File: src/rtl/tbgsa_pkg.sv
// Shared types and constants for the two-bank grid slot allocator.
`default_nettype none

package tbgsa_pkg;

  localparam int unsigned MAX_COLUMNS = 8;
  localparam int unsigned MAX_ROWS    = 8;
  localparam int unsigned NUM_BANKS   = 2;

  localparam int unsigned KIND_W  = 2;
  localparam int unsigned BANK_W  = 1;
  localparam int unsigned COL_W   = 3;
  localparam int unsigned ROW_W   = 3;
  localparam int unsigned SIZE_W  = 4;
  localparam int unsigned CFG_IDX_W = 2;

  typedef enum logic [KIND_W-1:0] {
    KIND_FIND   = 2'd0,
    KIND_OCCUPY = 2'd1,
    KIND_FREE   = 2'd2,
    KIND_QUERY  = 2'd3
  } kind_e;

  typedef enum logic [CFG_IDX_W-1:0] {
    CFG_COLUMNS = 2'd0,
    CFG_ROWS    = 2'd1
  } cfg_reg_e;

  localparam logic [SIZE_W-1:0] COLUMNS_RESET = 4'd7;
  localparam logic [SIZE_W-1:0] ROWS_RESET    = 4'd8;

  // Result of one item as it moves towards the output register.
  typedef struct packed {
    logic             hit;
    logic [COL_W-1:0] found_column;
    logic [ROW_W-1:0] found_row;
  } result_t;

endpackage

`default_nettype wire

File: src/rtl/two_bank_grid_slot_allocator.sv
// Two-bank occupancy bitmap with occupy, free, query and find-first-free.
//
// Input channel (in_valid_i/in_ready_o) takes one item: kind, bank, column, row.
// Output channel (out_valid_o/out_ready_i) returns one result per item: hit and,
// for a successful find, the column and row of the first free cell.
// Configuration channel (cfg_valid_i/cfg_ready_o) writes columns_in_use
// (index 0) and rows_in_use (index 1); other indexes are dropped.
// The block works on one item at a time. Occupy, free and query read the row
// word in the EXEC state, where occupy and free also write the cell back; the
// result is registered and then moved to the output register. Find runs the
// shared row unit (mask and priority encoder) once per row, row 0 first, and
// stops at the first free cell or after the last row in use. A new item is
// taken only after the last result has moved to the output register:
// in_ready_o is high only while the sequencer idles.
// A finished result waits in a holding register while the output register is
// still occupied by an untaken result; the sequencer then holds.
// Reset clears both bitmaps to all free, loads columns_in_use 7, rows_in_use 8,
// and leaves the output channel empty.
`default_nettype none

module two_bank_grid_slot_allocator (
  input  wire logic                            clk_i,
  input  wire logic                            rst_ni,
  input  wire logic                            in_valid_i,
  output logic                                 in_ready_o,
  input  wire logic [tbgsa_pkg::KIND_W-1:0]    kind_i,
  input  wire logic [tbgsa_pkg::BANK_W-1:0]    bank_i,
  input  wire logic [tbgsa_pkg::COL_W-1:0]     column_i,
  input  wire logic [tbgsa_pkg::ROW_W-1:0]     row_i,
  output logic                                 out_valid_o,
  input  wire logic                            out_ready_i,
  output logic                                 hit_o,
  output logic [tbgsa_pkg::COL_W-1:0]          found_column_o,
  output logic [tbgsa_pkg::ROW_W-1:0]          found_row_o,
  input  wire logic                            cfg_valid_i,
  output logic                                 cfg_ready_o,
  input  wire logic [tbgsa_pkg::CFG_IDX_W-1:0] cfg_index_i,
  input  wire logic [tbgsa_pkg::SIZE_W-1:0]    cfg_data_i
);
  import tbgsa_pkg::*;

  typedef enum logic [3:0] {
    ST_IDLE = 4'b0001,
    ST_EXEC = 4'b0010,
    ST_SCAN = 4'b0100,
    ST_DONE = 4'b1000
  } state_e;

  state_e state_q, state_d;

  logic [SIZE_W-1:0] columns_q, rows_q;

  logic [MAX_COLUMNS-1:0] map_q [NUM_BANKS][MAX_ROWS];

  // Accepted item
  kind_e             kind_q;
  logic [BANK_W-1:0] bank_q;
  logic [COL_W-1:0]  col_q;
  logic [ROW_W-1:0]  row_q;

  logic [ROW_W-1:0]  row_cnt_q, row_cnt_d;

  result_t res_q, res_d;
  result_t out_q;
  logic    out_valid_q;

  logic [SIZE_W-1:0]      cols_used, rows_used;
  logic [MAX_COLUMNS-1:0] col_mask;
  logic [ROW_W-1:0]       rd_row;
  logic [MAX_COLUMNS-1:0] rd_word;
  logic [MAX_COLUMNS-1:0] free_bits;
  logic                   any_free;
  logic [COL_W-1:0]       first_free;
  logic                   cell_in_use;
  logic                   cell_bit;
  logic                   last_row;
  logic                   map_we;
  logic                   map_set;
  logic                   in_xfer, out_load;

  assign in_ready_o  = (state_q == ST_IDLE);
  assign cfg_ready_o = 1'b1;
  assign in_xfer     = in_valid_i && in_ready_o;
  assign out_load    = (state_q == ST_DONE) && (!out_valid_q || out_ready_i);

  assign out_valid_o    = out_valid_q;
  assign hit_o          = out_q.hit;
  assign found_column_o = out_q.found_column;
  assign found_row_o    = out_q.found_row;

  // Saturate size registers at the grid size
  assign cols_used = (columns_q > SIZE_W'(MAX_COLUMNS)) ? SIZE_W'(MAX_COLUMNS) : columns_q;
  assign rows_used = (rows_q > SIZE_W'(MAX_ROWS)) ? SIZE_W'(MAX_ROWS) : rows_q;

  always_comb begin
    for (int c = 0; c < MAX_COLUMNS; c++) begin
      col_mask[c] = (SIZE_W'(c) < cols_used);
    end
  end

  // Shared row unit: one row word, masked, priority encoded
  assign rd_row    = (state_q == ST_SCAN) ? row_cnt_q : row_q;
  assign rd_word   = map_q[bank_q][rd_row];
  assign free_bits = (SIZE_W'(rd_row) < rows_used) ? (~rd_word & col_mask) : '0;
  assign any_free  = |free_bits;

  always_comb begin
    first_free = '0;
    for (int c = MAX_COLUMNS - 1; c >= 0; c--) begin
      if (free_bits[c]) begin
        first_free = COL_W'(c);
      end
    end
  end

  assign cell_in_use = (SIZE_W'(col_q) < cols_used) && (SIZE_W'(row_q) < rows_used);
  assign cell_bit    = rd_word[col_q];
  assign last_row    = (SIZE_W'(row_cnt_q) + SIZE_W'(1)) >= rows_used;
  assign map_we      = (state_q == ST_EXEC) && cell_in_use &&
                       (kind_q inside {KIND_OCCUPY, KIND_FREE});
  assign map_set     = (kind_q == KIND_OCCUPY);

  always_comb begin
    state_d   = state_q;
    row_cnt_d = row_cnt_q;
    res_d     = res_q;
    case (state_q)
      ST_IDLE: begin
        if (in_xfer) begin
          row_cnt_d = '0;
          state_d   = (kind_e'(kind_i) == KIND_FIND) ? ST_SCAN : ST_EXEC;
        end
      end
      ST_EXEC: begin
        res_d.found_column = '0;
        res_d.found_row    = '0;
        case (kind_q)
          KIND_QUERY: res_d.hit = cell_in_use && !cell_bit;
          default:    res_d.hit = cell_in_use;
        endcase
        state_d = ST_DONE;
      end
      ST_SCAN: begin
        if (any_free) begin
          res_d.hit          = 1'b1;
          res_d.found_column = first_free;
          res_d.found_row    = row_cnt_q;
          state_d            = ST_DONE;
        end else if (last_row) begin
          res_d   = '0;
          state_d = ST_DONE;
        end else begin
          row_cnt_d = row_cnt_q + ROW_W'(1);
        end
      end
      ST_DONE: begin
        if (out_load) begin
          state_d = ST_IDLE;
        end
      end
      default: begin
        state_d = ST_IDLE;
      end
    endcase
  end

  always_ff @(posedge clk_i or negedge rst_ni) begin
    if (!rst_ni) begin
      state_q     <= ST_IDLE;
      row_cnt_q   <= '0;
      out_valid_q <= 1'b0;
      columns_q   <= COLUMNS_RESET;
      rows_q      <= ROWS_RESET;
    end else begin
      state_q   <= state_d;
      row_cnt_q <= row_cnt_d;
      if (out_load) begin
        out_valid_q <= 1'b1;
      end else if (out_ready_i) begin
        out_valid_q <= 1'b0;
      end
      if (cfg_valid_i && cfg_ready_o) begin
        case (cfg_index_i)
          CFG_COLUMNS: columns_q <= cfg_data_i;
          CFG_ROWS:    rows_q    <= cfg_data_i;
          default:     ;
        endcase
      end
    end
  end

  // Occupancy bitmaps, all free after reset
  always_ff @(posedge clk_i or negedge rst_ni) begin
    if (!rst_ni) begin
      for (int b = 0; b < NUM_BANKS; b++) begin
        for (int r = 0; r < MAX_ROWS; r++) begin
          map_q[b][r] <= '0;
        end
      end
    end else if (map_we) begin
      map_q[bank_q][row_q][col_q] <= map_set;
    end
  end

  // Payload registers
  always_ff @(posedge clk_i) begin
    if (in_xfer) begin
      kind_q <= kind_e'(kind_i);
      bank_q <= bank_i;
      col_q  <= column_i;
      row_q  <= row_i;
    end
    res_q <= res_d;
    if (out_load) begin
      out_q <= res_q;
    end
  end

`ifndef SYNTHESIS
  a_accept_starts_work: assert property (@(posedge clk_i) disable iff (!rst_ni)
    in_xfer |=> (state_q == ST_EXEC) || (state_q == ST_SCAN))
    else $error("accepted item did not start the sequencer");

  a_done_loads_output: assert property (@(posedge clk_i) disable iff (!rst_ni)
    out_load |=> out_valid_q && (state_q == ST_IDLE))
    else $error("finished result not moved to the output register");

  a_miss_has_no_position: assert property (@(posedge clk_i) disable iff (!rst_ni)
    (out_valid_o && !hit_o) |-> (found_column_o == '0) && (found_row_o == '0))
    else $error("result without hit carries a cell position");
`endif

endmodule

`default_nettype wire
File: config.mk
export PLATFORM = sky130hd
export DESIGN_NAME = two_bank_grid_slot_allocator
export DESIGN_NICKNAME = d
export VERILOG_FILES = /design/src/rtl/tbgsa_pkg.sv /design/src/rtl/two_bank_grid_slot_allocator.sv
export SDC_FILE = /design/constraint.sdc
export NUM_CORES = 1
export LEC_CHECK = 0
export ABC_AREA = 1
export ABC_CLOCK_PERIOD_IN_PS = 5000
export BUFFER_PORTS_ARGS = -buffer_cell sky130_fd_sc_hd__clkbuf_2
export CAP_MARGIN = 15
export CORE_AREA = 2 2 118 120
export CTS_CLUSTER_DIAMETER = 100
export DETAILED_ROUTE_END_ITERATION = 10
export DIE_AREA = 0 0 120 122
export PLACE_DENSITY_LB_ADDON = 0.05
export SETUP_SLACK_MARGIN = 0.3
export SLEW_MARGIN = 20
export SYNTH_ARGS = -nofsm -noshare
export SYNTH_HDL_FRONTEND = slang
export SYNTH_SLANG_ARGS = --single-unit
File: constraint.sdc
create_clock -name clk_i -period 5 [get_ports clk_i]
set_input_delay 1 -clock clk_i [delete_from_list [all_inputs] [get_ports clk_i]]
set_output_delay 1 -clock clk_i [all_outputs]
set_load 0.02 [all_outputs]
==> flow_summary.toml, run 1 <==
[worst_setup_path]
crit_path_start_kind = "flop"
worstPathArrival_ns = 3.85
path_max_fanout = 32
critPathLaunch = "rows_q[3]"
required_ns = 5.34
cpLargestDelayFamily = "compound AO/OA/AOI/OAI gates"
r2r_start = "rows_q[3]"
cpPeakStageDelay_ns = 0.56
end_kind = "flop"
critPathSlowestCell = "dfstp_2"
critical_path.cell_chain = "inv_1, o21ai_0, ha_1, a21boi_1, o21a_1, o21ai_1, nand2_1, nor3_1, inv_2, nor2_4, buf_4, inv_2, nor2_1, nor2_1, a21oi_1"
crit_type = "reg -> reg"
worst-path-buf-inv = 4

[route]
drc = 0
first_pass_iters = 6
ant_nets = 0
wl_per_cell_um = 17.9
totalWireLength_um = 23000
drt_iter0_drc = 824
vias = 7804
vias_per_cell = 6.08

[layout]
stdcell_count = 1283
final_area_um2 = 9620
diodes = 0
final_cell_mix = "nor2_1 (187), nand2_1 (154), dfrtp_1 (139)"
layout_commonest_cell = "nor2_1"
final_util_pct = 71.2
area_growth_pct = 9.21
multi_input_area_um2 = 4000
regArea_um2 = 4300
finalNetCount = 1123
fill_cells = 1078
layout-drive-gt1-share_pct = 10.6

[power_and_ir_drop]
cellLeakagePower_nw = 4.31
total_power_mw = 4.15
powerDensity_nw_per_um2 = 432
peakVddDrop_mv = 0.232

[timing]
final-hold-violation-count = 0
final-setup-viol-count = 0
worst_slew_pin_slew_ns = 1.11
fin_hold_ws_ns = 0.422
slew_headroom_pct = 26.3
skew_ns = 0.0141
slew_viol_final = 0
fin_crit_sh_pct = 70.3
layout_setup_ws_ns = 1.49
fin_tns_setup_ns = 0
period_minus_slack_ns = 3.51
fmax_ghz = 0.285
rsz0062_at_grt = "no"

[clock_network]
clock_sinks = 167
cts_made_buffers = 17
cts_resized = 0
clk_latency_ns = 0.44
cts_tree = "built"
post_cts_buffers = 0
clk_pin_slew_ns = 0.06
htree_levels = 4
ctsHoldBuffers = 0
root_buffer = "clkbuf_16"
clockBufferDepth = 2

[grt]
grt_usage_pct = 33.3
grt_pass1_wl_um = 37700
grt_pass1_vias = 7531
grt_max_degree = 77
grt-ovfl-total = 0
antenna_found_initial = 0

[place]
gp_congestion = 0.954
pre_cts_ws_ns = 1.53
port_buffers = 28
placed_cells = 1251
dpl.hpwl_um = 14300
dpl_cell_area_um2 = 9010

[flow_run]
maxCapViolations = 0

[logic_synthesis]
synthXorXnorAreaFrac_pct = 0
synth_top_family_by_area = "simple AND/OR/NAND/NOR gates"
synth_top_flop_cell = "dfrtp_1"
ys_types = 37
ys_ff_latch = 167
synth_edf_count = 23
synthCells = 1092
synth_compound_area_share_pct = 17.1
synth.largest_area_cell = "dfrtp_1"
synth.net_count = 1125
yosysSeqAreaShare_pct = 48.8
avgSynthCellArea_um2 = 8.07
yosysTopAreaCellShare_pct = 39.5
synth_simple_gate_area_share_pct = 24.6
yosysWarnings = 0
synthMuxAreaShare_pct = 1.36
synthArstFlopShare_pct = 86.2
synthAdderAreaFrac_pct = 1.85
synth_area_um2 = 8810
synthTopCellsByArea = "dfrtp_1 (39%), nor2_1 (8.0%), edfxtp_1 (7.8%)"

[floorplan]
die_w_um = 120
die_area_um2 = 14600
rows = 43
die_y_um = 122
coreArea_um2 = 13500
initial_core_util_pct = 65.2
io_pins = 30

[worst_hold_path]
min_from = "res_q[0]"
hp-class = "reg -> reg"

[run_status]
outcome = "finished, final reports clean"
report_power, final:
group | internal, mW | switching, mW
Sequential | 1.51 | 0.0840
Clock | 0.803 | 0.522
Combinational | 0.341 | 0.889
cell families after synthesis:
family,after synthesis
and+or+nand+nor,500
other,1
muxes,12
buffers and inverters,129
DFF,167
AOI/OAI and AO/OA,270
adders and majority gates,13
cell type report:
type                    count  area share [%]
clock buffers              25            5.27
clock inverters             7           0.937
inverters                  67            2.63
multi-input cells         796            41.6
flip-flops and latches    167            44.7
well taps                 180            2.34
repair buffers             41            2.54
state kept, by name (all words and copies together) (netlist names), 3 cells and up:
name,flops
res_q,7
row_q,3
row_cnt_q,3
rows_q,4
state_q,4
found_row_o,3
col_q,3
map_q,128
columns_q,4
found_column_o,3
cells in the mapped netlist (all sizes together), types with 9 or more instances:
library cell	number
buf	30
nor3	23
mux2i	12
nand2	165
inv	67
ha	13
nor2	193
dfrtp	139
a21oi	138
edfxtp	23
nand3	91
or2	9
clkbuf	32
a31oi	76
o21ai	39
nand4	16
a21boi	12
worst paths after layout:
path                            depth (start not counted)             end  slack [ns]
worst min register to register                          0  found_row_o[0]        0.42
worst max-delay path                                   15       map_q[57]        1.49
max in group asynchronous                               2       map_q[94]        3.41
worst min-delay path                                    0  found_row_o[0]        0.42
min in group asynchronous                               1       map_q[19]        0.58
worst max register to register                         15       map_q[57]        1.49
routing by layer:
layer / routed length, um / track usage (%) / part of all wire (%) / vias to the layer above
met5: 0 / 0 / 0 / -
met2: 10900 / 52.5 / 47 / 293
met3: 1670 / 7.16 / 7.3 / 56
met1: 9750 / 44.8 / 42 / 3705
li1: - / - / - / 3750
met4: 676 / 14.9 / 2.9 / 0
Note: power is estimated with default switching activity, not from simulation.
==> run 2, diff against run 1 <==
--- a/config.mk
+++ b/config.mk
@@ -5,14 +5,14 @@
 export SDC_FILE = /design/constraint.sdc
 export NUM_CORES = 1
 export LEC_CHECK = 0
-export ABC_AREA = 1
-export ABC_CLOCK_PERIOD_IN_PS = 5000
+export ABC_AREA = 0
+export ABC_CLOCK_PERIOD_IN_PS = 3600
 export BUFFER_PORTS_ARGS = -buffer_cell sky130_fd_sc_hd__clkbuf_2
 export CAP_MARGIN = 15
-export CORE_AREA = 2 2 118 120
+export CORE_AREA = 2 2 126 128
 export CTS_CLUSTER_DIAMETER = 100
 export DETAILED_ROUTE_END_ITERATION = 10
-export DIE_AREA = 0 0 120 122
+export DIE_AREA = 0 0 128 130
 export PLACE_DENSITY_LB_ADDON = 0.05
 export SETUP_SLACK_MARGIN = 0.3
 export SLEW_MARGIN = 20
==> constraint.sdc (replaced) <==
create_clock -name clk_i -period 3.6 [get_ports clk_i]
set_input_delay 0.72 -clock clk_i [delete_from_list [all_inputs] [get_ports clk_i]]
set_output_delay 0.72 -clock clk_i [all_outputs]
set_load 0.02 [all_outputs]
==> run 2 against run 1 <==
Against the previous run: sequential share of layout area down 6.0 points; flip-flop and latch count unchanged; worst setup slack worse by 1.3 ns; first-iteration DRC count decreased by 37%; critical path type unchanged; critical endpoint is now res_q[2]; sequential power rose by 32%.
==> flow_summary.toml, run 2 <==
[run_status]
outcome = "finished, final reports clean"

[timing]
slew_viol_final = 0
worst_slew_pin_slew_ns = 0.850
fin_tns_setup_ns = 0
final-setup-viol-count = 0
fmax_ghz = 0.291
rsz0062_at_grt = "yes"
slew_headroom_pct = 43.4
final-hold-violation-count = 0
fin_crit_sh_pct = 95.5
period_minus_slack_ns = 3.44
skew_ns = 0.00644

[route]
top_layer = "met4"
vias_per_cell = 6.45
drt_iter0_drc = 517
wl_met2_um = 12900
first_pass_iters = 5
drc = 0
wl_met3_um = 1280
wl_per_cell_um = 22.7
wl_met1_um = 10900
ant_nets = 0
totalWireLength_um = 26000
vias = 7393

[place]
port_buffers = 28
dpl_cell_area_um2 = 10100
gp_congestion = 0.970
dpl.hpwl_um = 17400

[logic_synthesis]
yosysWarnings = 0
synth_commonest_cells = "mux2_2 (146), dfrtp_1 (139), nand2_1 (118)"
ys_ff_latch = 167
synthArstFlopShare_pct = 86.2
yosysMostFrequentCell = "mux2_2"
ys_types = 72
synth.largest_area_cell = "dfrtp_1"
synth_edf_count = 23
yosysSeqAreaShare_pct = 45.3
avgSynthCellArea_um2 = 10.7
yosysTopAreaCellShare_pct = 36.7
synthTopCellsByArea = "dfrtp_1 (37%), mux2_2 (17%), edfxtp_1 (7.3%)"
synth_area_um2 = 9490
synth.net_count = 917
synthCells = 884
synth_top_flop_cell = "dfrtp_1"

[power_and_ir_drop]
cellLeakagePower_nw = 4.99
peakVddDrop_mv = 0.366
powerDensity_nw_per_um2 = 505
total_power_mw = 5.61

[layout]
finalNetCount = 974
area_growth_pct = 17.2
final_area_um2 = 11100
layout_commonest_cell = "mux2_2"
fill_cells = 1139
largest-register = "map_q"
diodes = 0
reg.largest.list = "map_q x128, res_q x7"
layout-drive-gt1-share_pct = 36.1
largest_reg_flops = 128
final_cell_mix = "mux2_2 (146), dfrtp_1 (136), nand2_1 (111)"

[floorplan]
coreArea_um2 = 15400
initial_core_util_pct = 61.5
die_y_um = 130
die_w_um = 128
rows = 46
io_pins = 30
die_area_um2 = 16600

[clock_network]
clock_sinks = 167
clk_pin_slew_ns = 0.07
clockBufferDepth = 2
cts_tree = "built"
clk_latency_ns = 0.43
cts_made_buffers = 17
ctsHoldBuffers = 0
root_buffer = "clkbuf_16"
htree_levels = 4

[grt]
grt_pass1_wl_um = 40400
antenna_found_initial = 0
grt_max_degree = 101
grt_usage_pct = 32.2
grt_pass1_vias = 7281
grt-ovfl-total = 0

[worst_setup_path]
path_max_fanout = 5
required_ns = 3.75
r2r_start = "state_q[1]"
crit_type = "reg -> reg"
end_kind = "flop"
rrSetupSlack_ns = 0.16
reg2regPathDepth = 11
crit_path_start_kind = "flop"
reg2reg_to = "res_q[2]"
worstPathArrival_ns = 3.59

[worst_hold_path]
hp-class = "in -> async"

[flow_run]
maxCapViolations = 0
[run 2: cell families after synthesis]
family	after synthesis	synth area share (%)
AO/OA/AOI/OAI	109	8.35
XOR/XNOR	2	0.185
multiplexers	210	26.0
flip-flops	167	45.3
adder cells (fa/ha/maj)	13	1.71
buffers and inverters	68	3.09
other	1	0.0395
AND/OR/NAND/NOR	314	15.3
[run 2: how the worst max path moves through the flow]
stage | cells past startpoint | from | end
after detailed placement | 10 | state_q[0] | res_q[3]
after floorplan | 10 | state_q[0] | res_q[0]
after CTS | 11 | state_q[1] | res_q[1]
final | 11 | state_q[1] | res_q[2]
after global routing | 11 | state_q[1] | res_q[2]
after global placement | 10 | state_q[0] | res_q[5]
[run 2: per-stage QoR]
step	std cells	utilization, %	hold slack, ns	worst slack, ns
after floorplan	884	-	0.400	0.231
after global placement	1096	65.8	0.403	0.0570
after detailed placement	1096	65.8	0.408	0.0230
after CTS	1140	71.0	0.397	0.183
after global routing	1146	72.1	0.406	0.0442
final	1146	72.1	0.348	0.163
[run 2: repair_timing]
item / in CTS / in global routing
endpoints found under the setup margin: 15 / 75
gates cloned: 2 / 0
resized for setup: 9 / 30
hold endpoints to repair: 0 / 0
setup buffers: 10 / 6
pin swaps: 7 / 15
[run 2: where the power goes]
part	internal [mW]	switching (mW)	total [mW]
combinational	0.616	0.942	1.56
sequential	2.02	0.0935	2.11
clock	1.09	0.846	1.94
total	3.73	1.88	5.61
[run 2: cell type report]
cell class | count | area (um2) | area share, %
clock buffers | 18 | 450 | 4.05
clock inverters | 14 | 174 | 1.56
inverters | 12 | 45.0 | 0.405
multi-input cells | 649 | 5080 | 45.7
flip-flops and latches | 167 | 4300 | 38.7
well taps | 192 | 240 | 2.16
repair buffers | 94 | 827 | 7.44
[run 2: worst max-delay path, stage by stage, from the launching register on]
cell and delay, ns:
dfrtp_1 0.42, nor4b_4 0.37, mux2i_4 0.37, buf_12 0.16
buf_4 0.12, mux4_2 0.31, a221o_1 0.43, a21oi_2 0.20
nor2_2 0.07, and4b_1 0.24, nor4_4 0.29, buf_4 0.18
[run 2: layer usage]
layer / vias to the layer above / GRT usage (%)
li1: 3313 / -
met1: 3711 / 41.4
met2: 289 / 55.7
met3: 80 / 4.84
met4: 0 / 12.5
met5: - / 0
